[config.mk]
export PLATFORM = sky130hd
export DESIGN_NAME = yral_divider
export DESIGN_NICKNAME = d
export VERILOG_FILES = /design/src/hw/rtl/yral_pkg.sv /design/src/hw/rtl/yral_divider.sv
export SDC_FILE = /design/constraint.sdc
export NUM_CORES = 1
export LEC_CHECK = 0
export ABC_AREA = 1
export BUFFER_PORTS_ARGS = -buffer_cell sky130_fd_sc_hd__clkbuf_2
export CAP_MARGIN = 20
export CORE_UTILIZATION = 34
export CTS_CLUSTER_DIAMETER = 40
export CTS_CLUSTER_SIZE = 30
export DETAILED_ROUTE_END_ITERATION = 6
export GPL_ROUTABILITY_DRIVEN = 0
export GPL_TIMING_DRIVEN = 0
export PLACE_DENSITY_LB_ADDON = 0.2
export SLEW_MARGIN = 15
export SYNTH_ARGS = -nofsm -noshare
export SYNTH_HDL_FRONTEND = slang
export SYNTH_SLANG_ARGS = --single-unit
export TNS_END_PERCENT = 10
[constraint.sdc]
create_clock -name clk -period 4.5 [get_ports clk]
set_input_delay 0.225 -clock clk [delete_from_list [all_inputs] [get_ports clk]]
set_output_delay 0.225 -clock clk [all_outputs]
set_load 0.03 [all_outputs]
[src/hw/rtl/yral_pkg.sv]
// Shared types, constants and tables of the heading slew-rate limiter.
`timescale 1ns / 1ps

package yral_pkg;

    localparam int ANGLE_FRAC_BITS = 12;
    localparam int CORDIC_STEPS    = 16;

    // CORDIC datapath widths
    localparam int CORDIC_W = 36;
    localparam int Z_W      = 34;
    localparam int RND_SHIFT = 30 - ANGLE_FRAC_BITS;

    localparam longint PI_Q30      = 64'sd3373259426;
    localparam longint HALF_PI_Q30 = PI_Q30 / 2;
    localparam longint PI_F        = (PI_Q30 + (64'sd1 <<< (RND_SHIFT - 1))) >>> RND_SHIFT;

    localparam logic signed [16:0] PI_Q     = 17'(PI_F);
    localparam logic signed [16:0] TWO_PI_Q = 17'(2 * PI_F);
    localparam logic signed [16:0] ANG_MIN  = -17'sd16384;
    localparam logic signed [16:0] ANG_MAX  = 17'sd16383;
    localparam logic signed [14:0] HEAD_MAX = 15'(PI_F);
    localparam logic signed [14:0] HEAD_MIN = 15'(-PI_F);

    // Shared divider widths
    localparam int DIV_NW = 48;
    localparam int DIV_DW = 18;
    localparam int DIV_CW = $clog2(DIV_NW);

    // Configuration register map
    localparam int ADDR_W = 4;
    localparam logic [1:0] REG_RATE_LIMIT  = 2'd0;
    localparam logic [1:0] REG_ACCEL_LIMIT = 2'd1;
    localparam logic [1:0] REG_MIN_DIST_SQ = 2'd2;

    localparam logic [14:0] RATE_LIMIT_RST  = 15'd25736;
    localparam logic [16:0] ACCEL_LIMIT_RST = 17'd64340;
    localparam logic [31:0] MIN_DIST_RST    = 32'd167772;

    typedef enum logic [3:0] {
        ST_IDLE,
        ST_SQ,
        ST_CORDIC,
        ST_TARGET,
        ST_ERR,
        ST_MUL_AT,
        ST_MUL_LD,
        ST_MUL_A,
        ST_FIN_A,
        ST_MUL_WW,
        ST_MUL_DW,
        ST_DIV_B,
        ST_CLAMP,
        ST_DIV_R,
        ST_DONE
    } yral_state_t;

    typedef struct packed {
        logic start;
    } div_ctl_t;

    typedef struct packed {
        logic busy;
        logic done;
    } div_stat_t;

    // Truncated atan(2^-i) in Q.30
    function automatic logic signed [Z_W-1:0] atan_q30(input logic [4:0] idx);
        logic signed [Z_W-1:0] val;
        case (idx)
            5'd0:  val = 34'sd843314856;
            5'd1:  val = 34'sd497837829;
            5'd2:  val = 34'sd263043836;
            5'd3:  val = 34'sd133525158;
            5'd4:  val = 34'sd67021686;
            5'd5:  val = 34'sd33543515;
            5'd6:  val = 34'sd16775850;
            5'd7:  val = 34'sd8388437;
            5'd8:  val = 34'sd4194282;
            5'd9:  val = 34'sd2097149;
            5'd10: val = 34'sd1048575;
            5'd11: val = 34'sd524287;
            5'd12: val = 34'sd262143;
            5'd13: val = 34'sd131071;
            5'd14: val = 34'sd65535;
            5'd15: val = 34'sd32767;
            5'd16: val = 34'sd16383;
            5'd17: val = 34'sd8191;
            5'd18: val = 34'sd4095;
            5'd19: val = 34'sd2047;
            5'd20: val = 34'sd1023;
            5'd21: val = 34'sd511;
            5'd22: val = 34'sd255;
            5'd23: val = 34'sd127;
            default: val = '0;
        endcase
        return val;
    endfunction

endpackage

[src/hw/rtl/yral_divider.sv]
// Shared unsigned restoring divider, one quotient bit per cycle.
`timescale 1ns / 1ps

module yral_divider (
    input  logic                             clk,
    input  logic                             rst_n,
    input  yral_pkg::div_ctl_t               ctl,
    input  logic [yral_pkg::DIV_NW-1:0]      dividend,
    input  logic [yral_pkg::DIV_DW-1:0]      divisor,
    output yral_pkg::div_stat_t              stat,
    output logic [yral_pkg::DIV_NW-1:0]      quotient
);

    logic                         busy_reg, busy_next;
    logic                         done_reg, done_next;
    logic [yral_pkg::DIV_CW-1:0]  cnt_reg, cnt_next;
    logic [yral_pkg::DIV_NW-1:0]  num_reg, num_next;
    logic [yral_pkg::DIV_DW-1:0]  rem_reg, rem_next;
    logic [yral_pkg::DIV_DW-1:0]  den_reg, den_next;
    logic [yral_pkg::DIV_DW:0]    rem_sh;
    logic [yral_pkg::DIV_DW:0]    rem_sub;

    // Shift in one dividend bit, subtract when it fits
    always_comb
    begin
        busy_next = busy_reg;
        done_next = 1'b0;
        cnt_next  = cnt_reg;
        num_next  = num_reg;
        rem_next  = rem_reg;
        den_next  = den_reg;
        rem_sh    = {rem_reg, num_reg[yral_pkg::DIV_NW-1]};
        rem_sub   = rem_sh - {1'b0, den_reg};
        if (ctl.start)
        begin
            busy_next = 1'b1;
            cnt_next  = '0;
            num_next  = dividend;
            rem_next  = '0;
            den_next  = divisor;
        end
        else if (busy_reg)
        begin
            if (rem_sh >= {1'b0, den_reg})
            begin
                rem_next = rem_sub[yral_pkg::DIV_DW-1:0];
                num_next = {num_reg[yral_pkg::DIV_NW-2:0], 1'b1};
            end
            else
            begin
                rem_next = rem_sh[yral_pkg::DIV_DW-1:0];
                num_next = {num_reg[yral_pkg::DIV_NW-2:0], 1'b0};
            end
            if (cnt_reg == yral_pkg::DIV_CW'(yral_pkg::DIV_NW - 1))
            begin
                busy_next = 1'b0;
                done_next = 1'b1;
            end
            cnt_next = cnt_reg + yral_pkg::DIV_CW'(1);
        end
    end

    always_ff @(posedge clk or negedge rst_n)
    begin
        if (!rst_n)
        begin
            busy_reg <= 1'b0;
            done_reg <= 1'b0;
            cnt_reg  <= '0;
        end
        else
        begin
            busy_reg <= busy_next;
            done_reg <= done_next;
            cnt_reg  <= cnt_next;
        end
    end

    always_ff @(posedge clk)
    begin
        num_reg <= num_next;
        rem_reg <= rem_next;
        den_reg <= den_next;
    end

    assign stat.busy = busy_reg;
    assign stat.done = done_reg;
    assign quotient  = num_reg;

endmodule

==> impl_metrics.toml, run 1 <==
[die]
fp.dieH_microns = 123.8
io_pins = 119
coreArea_sq_um = 14480
rows = 44
initial_core_util_pct = 34.81
die_area_sq_um = 15310
chipWidth_microns = 123.8

[clocking]
clock_latency_ps = 350
cts_root_buf = "clkbuf_16"
cts-root-to-sink-buffers = 2
cts.clk_slew.worst_paths_ps = 70
ctsHtreeMaxLevel = 3
tritoncts = "built"
numClockSinks = 92
cts_buffers = 9
postCtsSetupRepairBufs = 0

[sta]
clock.fmax_ghz = 0.4647
slew_violations = 0
timing.hold.ws_ps = 48.78
finalSetupViolations = 0
tightest_slew_ps = 581.1
rsz0062_at_grt = "no"
slew_headroom_pct = 61.20
setup_tns_ps = 0
hold_viol = 0
finClkSkew_ps = 11.01
finalCritPeriodShare_pct = 47.82
min_period_ps = 2152

[drt]
dr.pass1.iters = 4
postRouteWirelength_microns = 11830
antenna_left = 0
drtIter0Drc = 147
drc = 0
vias_per_cell = 4.547
vias = 4270
wl_per_cell_microns = 12.60

[synthesis]
synth_top_cell_by_area = "edfxtp_1"
yosysUniqueCellTypes = 38
synth-edff-count = 66
yosysMostFrequentCell = "nand2_1"
synth_nets = 708
synth_compound_area_share_pct = 3.798
synth-seq-cells = 92
muxShareOfSynthArea_pct = 0
ys.flop_type = "edfxtp_1"
yosysWarnings = 0
synth_cells = 619
yosys.area.top_type_share_pct = 39.32
synth_common_cells = "274 x nand2_1, 67 x inv_1, 66 x edfxtp_1, 37 x nand3_1, 24 x nor2_1"
ys_top_cells_by_area = "edfxtp_1 39%, nand2_1 20%, dfxtp_1 7.1%"
syn_avg_cell_area_sq_um = 8.142
synth_adder_area_share_pct = 5.114
synth.yosys.seq_area_share_pct = 50.45
synthXorXnorAreaFrac_pct = 1.216
synthSimpleGateAreaFrac_pct = 31.55
synth_area_sq_um = 5040
async_reset_ff_share_pct = 8.696
synth_top_family_by_area = "simple AND/OR/NAND/NOR gates"

[critical_path]
critPathRequiredTime_ps = 4740
cp.arrival_ps = 2400
worstSetupPathType = "flop to flop"
path_max_fanout = 3
r2r_cells = 15
start_kind = "flop"
end_kind = "flop"

[cells_and_area]
drive_gt1_share_pct = 21.85
num_antenna_cells = 0
fin_area_sq_um = 6161
largest_register_ffs = 48
fillCellCount = 1500
instances_no_fill = 939
syn2layout_area_growth_pct = 22.24
final_nets = 839

[power_and_ir_drop]
irDropWorstVdd_uv = 297.5
p_total_w = 0.003227
p_leak_nw = 3.195
powerDensity_nw_per_um2 = 523.8

[global_route]
grt_max_degree = 32
grt_antenna_before_repair = 0
grt_use_met3_pct = 5.495
grt_first_pass_wirelength_microns = 19910
met2_usage_pct = 27.33
grt_use_met1_pct = 20.98
grt_pass1_vias = 4275
overflow = 0
track_usage_pct = 16.86
top_usage_layer = "met2"

[min_path]
hold_depth = 1
worstHoldPathType = "input port to flop"

[placement]
dp_hpwl_microns = 8646
dp_cells = 922
placed_area_sq_um = 5881
io_buffer_count = 118

[job]
cap_violations = 0

[outcome]
status = "finished, final reports clean"
## power by group
part           switching [W]  internal, W
Sequential         0.0000833      0.00105
Clock               0.000336     0.000382
Combinational       0.000848     0.000526
## cells in the final DEF, fill, tap and decap left out, drive strengths merged
| cell type | netlist | routed |
|---|---|---|
| a31oi | 1 | 1 |
| edfxtp | 66 | 66 |
| xnor2 | 5 | 5 |
| nor3 | 6 | 6 |
| fa | 1 | 1 |
| nor2 | 28 | 28 |
| dfxtp | 18 | 18 |
| o21bai | 1 | 1 |
| o21ai | 15 | 15 |
| inv | 70 | 72 |
| nand4 | 3 | 3 |
| dlygate4sd3 | 0 | 1 |
| ha | 19 | 19 |
| a21oi | 15 | 15 |
| clkinv | 1 | 3 |
| xor2 | 2 | 2 |
| nand3b | 15 | 15 |
| clkbuf | 12 | 142 |
| nand2 | 283 | 283 |
| buf | 10 | 11 |
| a22o | 1 | 1 |
| nand3 | 39 | 39 |
| dfrtp | 8 | 8 |
## what timing repair did
| item | 4_1_cts | 5_1_grt |
|---|---|---|
| gates resized for setup | 0 | 0 |
| hold buffers | 1 | 0 |
| hold endpoints to repair | 8 | 0 |
| endpoints found under the setup margin | 0 | 0 |
## per-stage QoR
step,worst slack [ps],utilization (%)
after detailed placement,2214,40.62
after global placement,1306,40.48
after CTS,2348,42.55
after floorplan,2458,-
final,2348,42.55
after global routing,2163,42.55
## final timing paths
| kind | from | to | slack (ps) |
|---|---|---|---|
| max in group asynchronous | rst_n | busy_reg | 4050 |
| min reg2reg | rem_reg[13] | rem_reg[13] | 470 |
| max reg2reg | quotient[47] | rem_reg[14] | 2350 |
| max | quotient[47] | rem_reg[14] | 2350 |
| min | divisor[17] | den_reg[17] | 50 |
| min in group asynchronous | rst_n | cnt_reg[3] | 260 |
## metal layers
layer | wire (microns) | vias up
met5 | 0 | -
met4 | 82 | 0
met3 | 711 | 4
met2 | 5578 | 90
met1 | 5455 | 1948
li1 | - | 2228
## critical path: stages (launching register included)
cell,delay (ps)
edfxtp_1,340
inv_1,60
ha_1,180
inv_1,120
fa_1,250
nand2_1,70
nand3_1,90
nand2_1,100
o21bai_1,340
nand2_1,150
nand2_1,90
nand2_1,40
nand2_1,60
nand2_1,50
nand3_1,70
nand2_1,50
## kinds of logic after synthesis
kind of cell | after synthesis
xor gates and xnor gates | 7
AOI/OAI and AO/OA | 33
DFF | 92
and+or+nand+nor | 374
buffers and inverters | 93
adders and majority gates | 20
## cell type report
type | count | area [sq um] | area share, %
well taps | 184 | 230.2 | 3.737
flip-flops and latches | 92 | 2542 | 41.27
clock buffers | 12 | 236.5 | 3.838
multi-input cells | 434 | 2101 | 34.10
inverters | 71 | 266.5 | 4.326
repair buffers | 120 | 620.6 | 10.07
clock inverters | 4 | 33.78 | 0.5483
plain buffers | 22 | 130.1 | 2.112
Note: power is estimated with default switching activity, not from simulation.
==> run 2, diff against run 1 <==
clock period = 1.9 ns   (was 4.5 ns; I/O delays follow)
==> impl_metrics.toml, run 2 (same netlist as run 1, synthesis figures left out) <==
[sta]
slew_headroom_pct = 63.61
rsz0062_at_grt = "yes"
tightest_slew_ps = 545.9
finalCritPeriodShare_pct = 102.4
hold_viol = 0
clock.fmax_ghz = 0.5139
slew_violations = 0
finalSetupViolations = 10
setup_ws_ps = -46.06
min_period_ps = 1946
finClkSkew_ps = 11.18

[global_route]
grt_pass1_vias = 4434
overflow = 0
grt_first_pass_wirelength_microns = 20730
grt_antenna_before_repair = 0
track_usage_pct = 17.60
grt_max_degree = 39

[cells_and_area]
num_antenna_cells = 0
largest_register_ffs = 48
final_util_pct = 48.20
drive_gt1_share_pct = 32.46
final_nets = 882
mostFrequentLayoutCell = "nand2_1"
syn2layout_area_growth_pct = 38.48
final_cell_mix = "254 x nand2_1, 120 x clkbuf_2, 66 x edfxtp_1, 56 x inv_1, 26 x nand3_1"
instances_no_fill = 982

[drt]
dr.pass1.iters = 5
antenna_left = 0
wl_per_cell_microns = 13.08
vias = 4530
drc = 0
postRouteWirelength_microns = 12840
vias_per_cell = 4.613
drtIter0Drc = 216

[critical_path]
reg2reg_slack_ps = -50
end_kind = "flop"
r2r_end = "rem_reg[8]"
worstSetupPathType = "flop to flop"
r2r_cells = 13
path_max_fanout = 10
rr_startpoint = "den_reg[4]"
critPathLaunch = "den_reg[4]"
critPathRequiredTime_ps = 2130
endpoint = "rem_reg[8]"
cp.arrival_ps = 2180
start_kind = "flop"

[power_and_ir_drop]
powerDensity_nw_per_um2 = 1295
irDropWorstVdd_uv = 557.3
p_leak_nw = 3.491

[die]
die_area_sq_um = 15310
fp.dieH_microns = 123.8
chipWidth_microns = 123.8
rows = 44
io_pins = 119
initial_core_util_pct = 34.81
coreArea_sq_um = 14480

[clocking]
clock_latency_ps = 350
numClockSinks = 92
cts-root-to-sink-buffers = 2
cts.clk_slew.worst_paths_ps = 70
cts_buffers = 9
ctsHtreeMaxLevel = 3
tritoncts = "built"
cts_root_buf = "clkbuf_16"

[placement]
io_buffer_count = 118
dp_cells = 922
dp_hpwl_microns = 8842

[outcome]
violations = "negative setup slack"
status = "finished, violations left"

[min_path]
worstHoldPathType = "input port to flop"

[job]
cap_violations = 0
run 2: cell types whose count changed in the layout (fill, tap and decap cells not counted), moves of 5 or more:
cell,delta
inv_2,+10
o21ai_1,+5
nand2_2,+13
o21ai_0,-6
nand2_4,+7
nand3_2,+10
ha_4,+11
nand2_1,-20
inv_1,-10
nand3_1,-11
ha_1,-12
buf_4,+20
dlygate4sd3_1,+18
run 2: repair_timing:
action                     4_1_cts  5_1_grt
gates cloned                     2        0
setup endpoints to repair       19       25
setup buffers                   17        9
gates resized for setup         39       55
hold endpoints to repair        26        0
hold buffers                    19        0
pin swaps                       14       28
run 2: final cells by class:
class,instances,area (sq um)
Clock inverter,4,51.30
Tap cell,184,230.2
Clock buffer,12,236.5
Sequential cell,92,2544
Multi-Input combinational cell,434,2469
Buffer,21,133.9
Fill cell,1408,7500
Timing Repair Buffer,164,1049
Inverter,71,266.5
run 2: how the worst min path moves through the flow:
stage / startpoint / to / slack (ps) / depth (start not counted)
after floorplan: rst_n / busy_reg / -200 / 0
after global placement: rst_n / cnt_reg[5] / -50 / 1
after detailed placement: rst_n / cnt_reg[5] / -50 / 1
after CTS: dividend[1] / quotient[1] / 1 / 3
after global routing: dividend[1] / quotient[1] / 10 / 3
final: dividend[27] / quotient[27] / 10 / 3
run 2: routing by layer:
layer	routed length (microns)	global-route usage (%)	vias to the layer above
li1	-	-	2310
met4	217	8.057	0
met1	5738	21.91	2080
met3	772	4.899	20
met2	6115	28.23	120
met5	0	0	-
run 2: through the flow:
step	setup WS (ps)	area [sq um]	power, W	hold slack [ps]	setup TNS (ps)
floorplan	-86.96	5045	0.005246	-200.6	-3217
global placement	-1187	5866	0.005961	-51.75	-69350
detailed placement	-235.8	5886	0.006000	-47.28	-12150
CTS	-27.77	6787	0.008558	1.478	-100.3
global route	-147.6	6979	0.009648	9.920	-2239
finish	-46.06	6979	0.009041	10.51	-186.4
run 2: worst max-delay path, cell delays in order (launching register included):
cell	delay [ps]
edfxtp_1	360
inv_1	90
ha_4	220
nand2_1	70
nand2_1	80
a21oi_2	190
nand2_4	70
nand2_2	90
nand2_2	80
nand2_4	140
buf_6	180
nand3_1	110
nand3_2	100
o21ai_2	50
run 2: where the power goes:
part,switching (W),total (W),internal (W)
logic,0.00250,0.00449,0.00199
registers,0.000252,0.00275,0.00250
clock network,0.000781,0.00180,0.00102
total,0.00353,0.00904,0.00551
==> run 3, diff against run 2 <==
CORE_ASPECT_RATIO = 0.8   (was default)
MAX_ROUTING_LAYER = met4   (was default)
SKIP_CTS_REPAIR_TIMING = 1   (was default)
==> impl_metrics.toml, run 3 (same netlist as run 1, synthesis figures left out) <==
[outcome]
status = "finished, violations left"
violations = "design-rule violations, negative setup slack"

[clocking]
cts_root_buf = "clkbuf_16"
cts_buffers = 9
ctsHtreeMaxLevel = 3
clock_latency_ps = 340
cts-root-to-sink-buffers = 2
numClockSinks = 92
tritoncts = "built"
cts.clk_slew.worst_paths_ps = 70

[cells_and_area]
drive_gt1_share_pct = 28.44
fillCellCount = 1421
mostFrequentLayoutCell = "nand2_1"
final-seq-area_sq_um = 2542
num_antenna_cells = 0
instances_no_fill = 968
final_nets = 868
multi_input_area_sq_um = 2389
syn2layout_area_growth_pct = 35.18
fin_area_sq_um = 6813
largest_register_ffs = 48
final_cell_mix = "259 x nand2_1, 119 x clkbuf_2, 66 x edfxtp_1, 57 x inv_1, 34 x nand3_1"

[placement]
placed_area_sq_um = 5886
io_buffer_count = 118
dp_cells = 922
dp_hpwl_microns = 9095

[drt]
drc = 4
drtIter0Drc = 198
antenna_left = 0
vias_per_cell = 4.601
vias = 4454
wl_per_cell_microns = 13.04
postRouteWirelength_microns = 12620
dr.pass1.iters = 6

[sta]
hold_viol = 0
finalSetupViolations = 4
clock.fmax_ghz = 0.5253
setup_ws_ps = -3.599
rsz0062_at_grt = "yes"
setup_tns_ps = -10.80
slew_headroom_pct = 61.56
slew_violations = 0
tightest_slew_ps = 576.6
finalCritPeriodShare_pct = 100.2
finClkSkew_ps = 9.987
min_period_ps = 1904
timing.hold.ws_ps = 11.14

[die]
initial_core_util_pct = 35.01
die_area_sq_um = 15320
rows = 39
chipWidth_microns = 138.1
io_pins = 119
coreArea_sq_um = 14400
fp.dieH_microns = 110.9

[critical_path]
reg2reg_slack_ps = -4
critPathRequiredTime_ps = 2110
cp.arrival_ps = 2120
crit_top_cell = "nand2_4"
cpMaxStageDelayCell = "edfxtp_1"
cp_slowest_stage_delay_ps = 380
worstSetupPathType = "flop to flop"
start_kind = "flop"
path_cells = "inv_2 -> ha_4 -> buf_6 -> a21oi_4 -> nand2_2 -> nand2_2 -> nand2_4 -> nand2_4 -> nand2_4 -> nand2_8 -> buf_8 -> nand3_1 -> nand3_2 -> o21ai_2"
end_kind = "flop"
path_max_fanout = 10

[power_and_ir_drop]
p_leak_nw = 3.400
p_total_w = 0.008739
irDropWorstVdd_uv = 546.3
powerDensity_nw_per_um2 = 1283

[global_route]
grt_max_degree = 38
overflow = 0
grt_pass1_vias = 4237
track_usage_pct = 17.05
grt_antenna_before_repair = 0
grt_use_met3_pct = 5.184
grt_first_pass_wirelength_microns = 20290
top_usage_layer = "met2"
grt_use_met1_pct = 21.83
met2_usage_pct = 25.82

[min_path]
worstHoldPathType = "input port to flop"

[job]
cap_violations = 0
[run 3: cell type report]
type / instances / area share, %
Buffer: 22 / 2.222
Clock buffer: 10 / 3.361
Clock inverter: 6 / 1.047
Inverter: 71 / 3.949
Multi-Input combinational cell: 434 / 35.06
Sequential cell: 92 / 37.32
Tap cell: 184 / 3.379
Timing Repair Buffer: 149 / 13.66
[run 3: path summary, 6_finish.rpt]
check	from	to	depth (start not counted)
worst max register to register	den_reg[2]	rem_reg[8]	14
worst min-delay path	dividend[22]	quotient[22]	3
worst min register to register	rem_reg[15]	rem_reg[15]	2
min in group asynchronous	rst_n	cnt_reg[5]	2
worst max-delay path	den_reg[2]	rem_reg[8]	14
max in group asynchronous	rst_n	cnt_reg[4]	2
[run 3: per-stage QoR]
step | util (%) | setup slack (ps)
CTS | 42.97 | -155.3
global route | 47.33 | -155.5
floorplan | - | -86.96
global placement | 40.75 | -1189
detailed placement | 40.89 | -241.7
finish | 47.33 | -3.599
[run 3: routing by layer]
metal	share of wire (%)	wire, microns	up-vias
met5	0	0	-
met4	1.2	149	0
met3	5.6	704	12
met2	45	5650	116
met1	48	6114	2038
li1	-	-	2288
[run 3: power breakdown]
part           total (W)  switching (W)  internal [W]
Sequential       0.00275       0.000253       0.00249
Combinational    0.00415        0.00234       0.00181
Clock            0.00185       0.000808       0.00104
[run 3: critical path, delay by kind of cell (launching register included)]
| family | cells | cell delay, ps |
|---|---|---|
| buffers and inverters | 3 | 340 |
| adder cells (fa/ha/maj) | 1 | 190 |
| flip-flops | 1 | 380 |
| AND/OR/NAND/NOR | 8 | 700 |
| AO/OA/AOI/OAI | 2 | 160 |
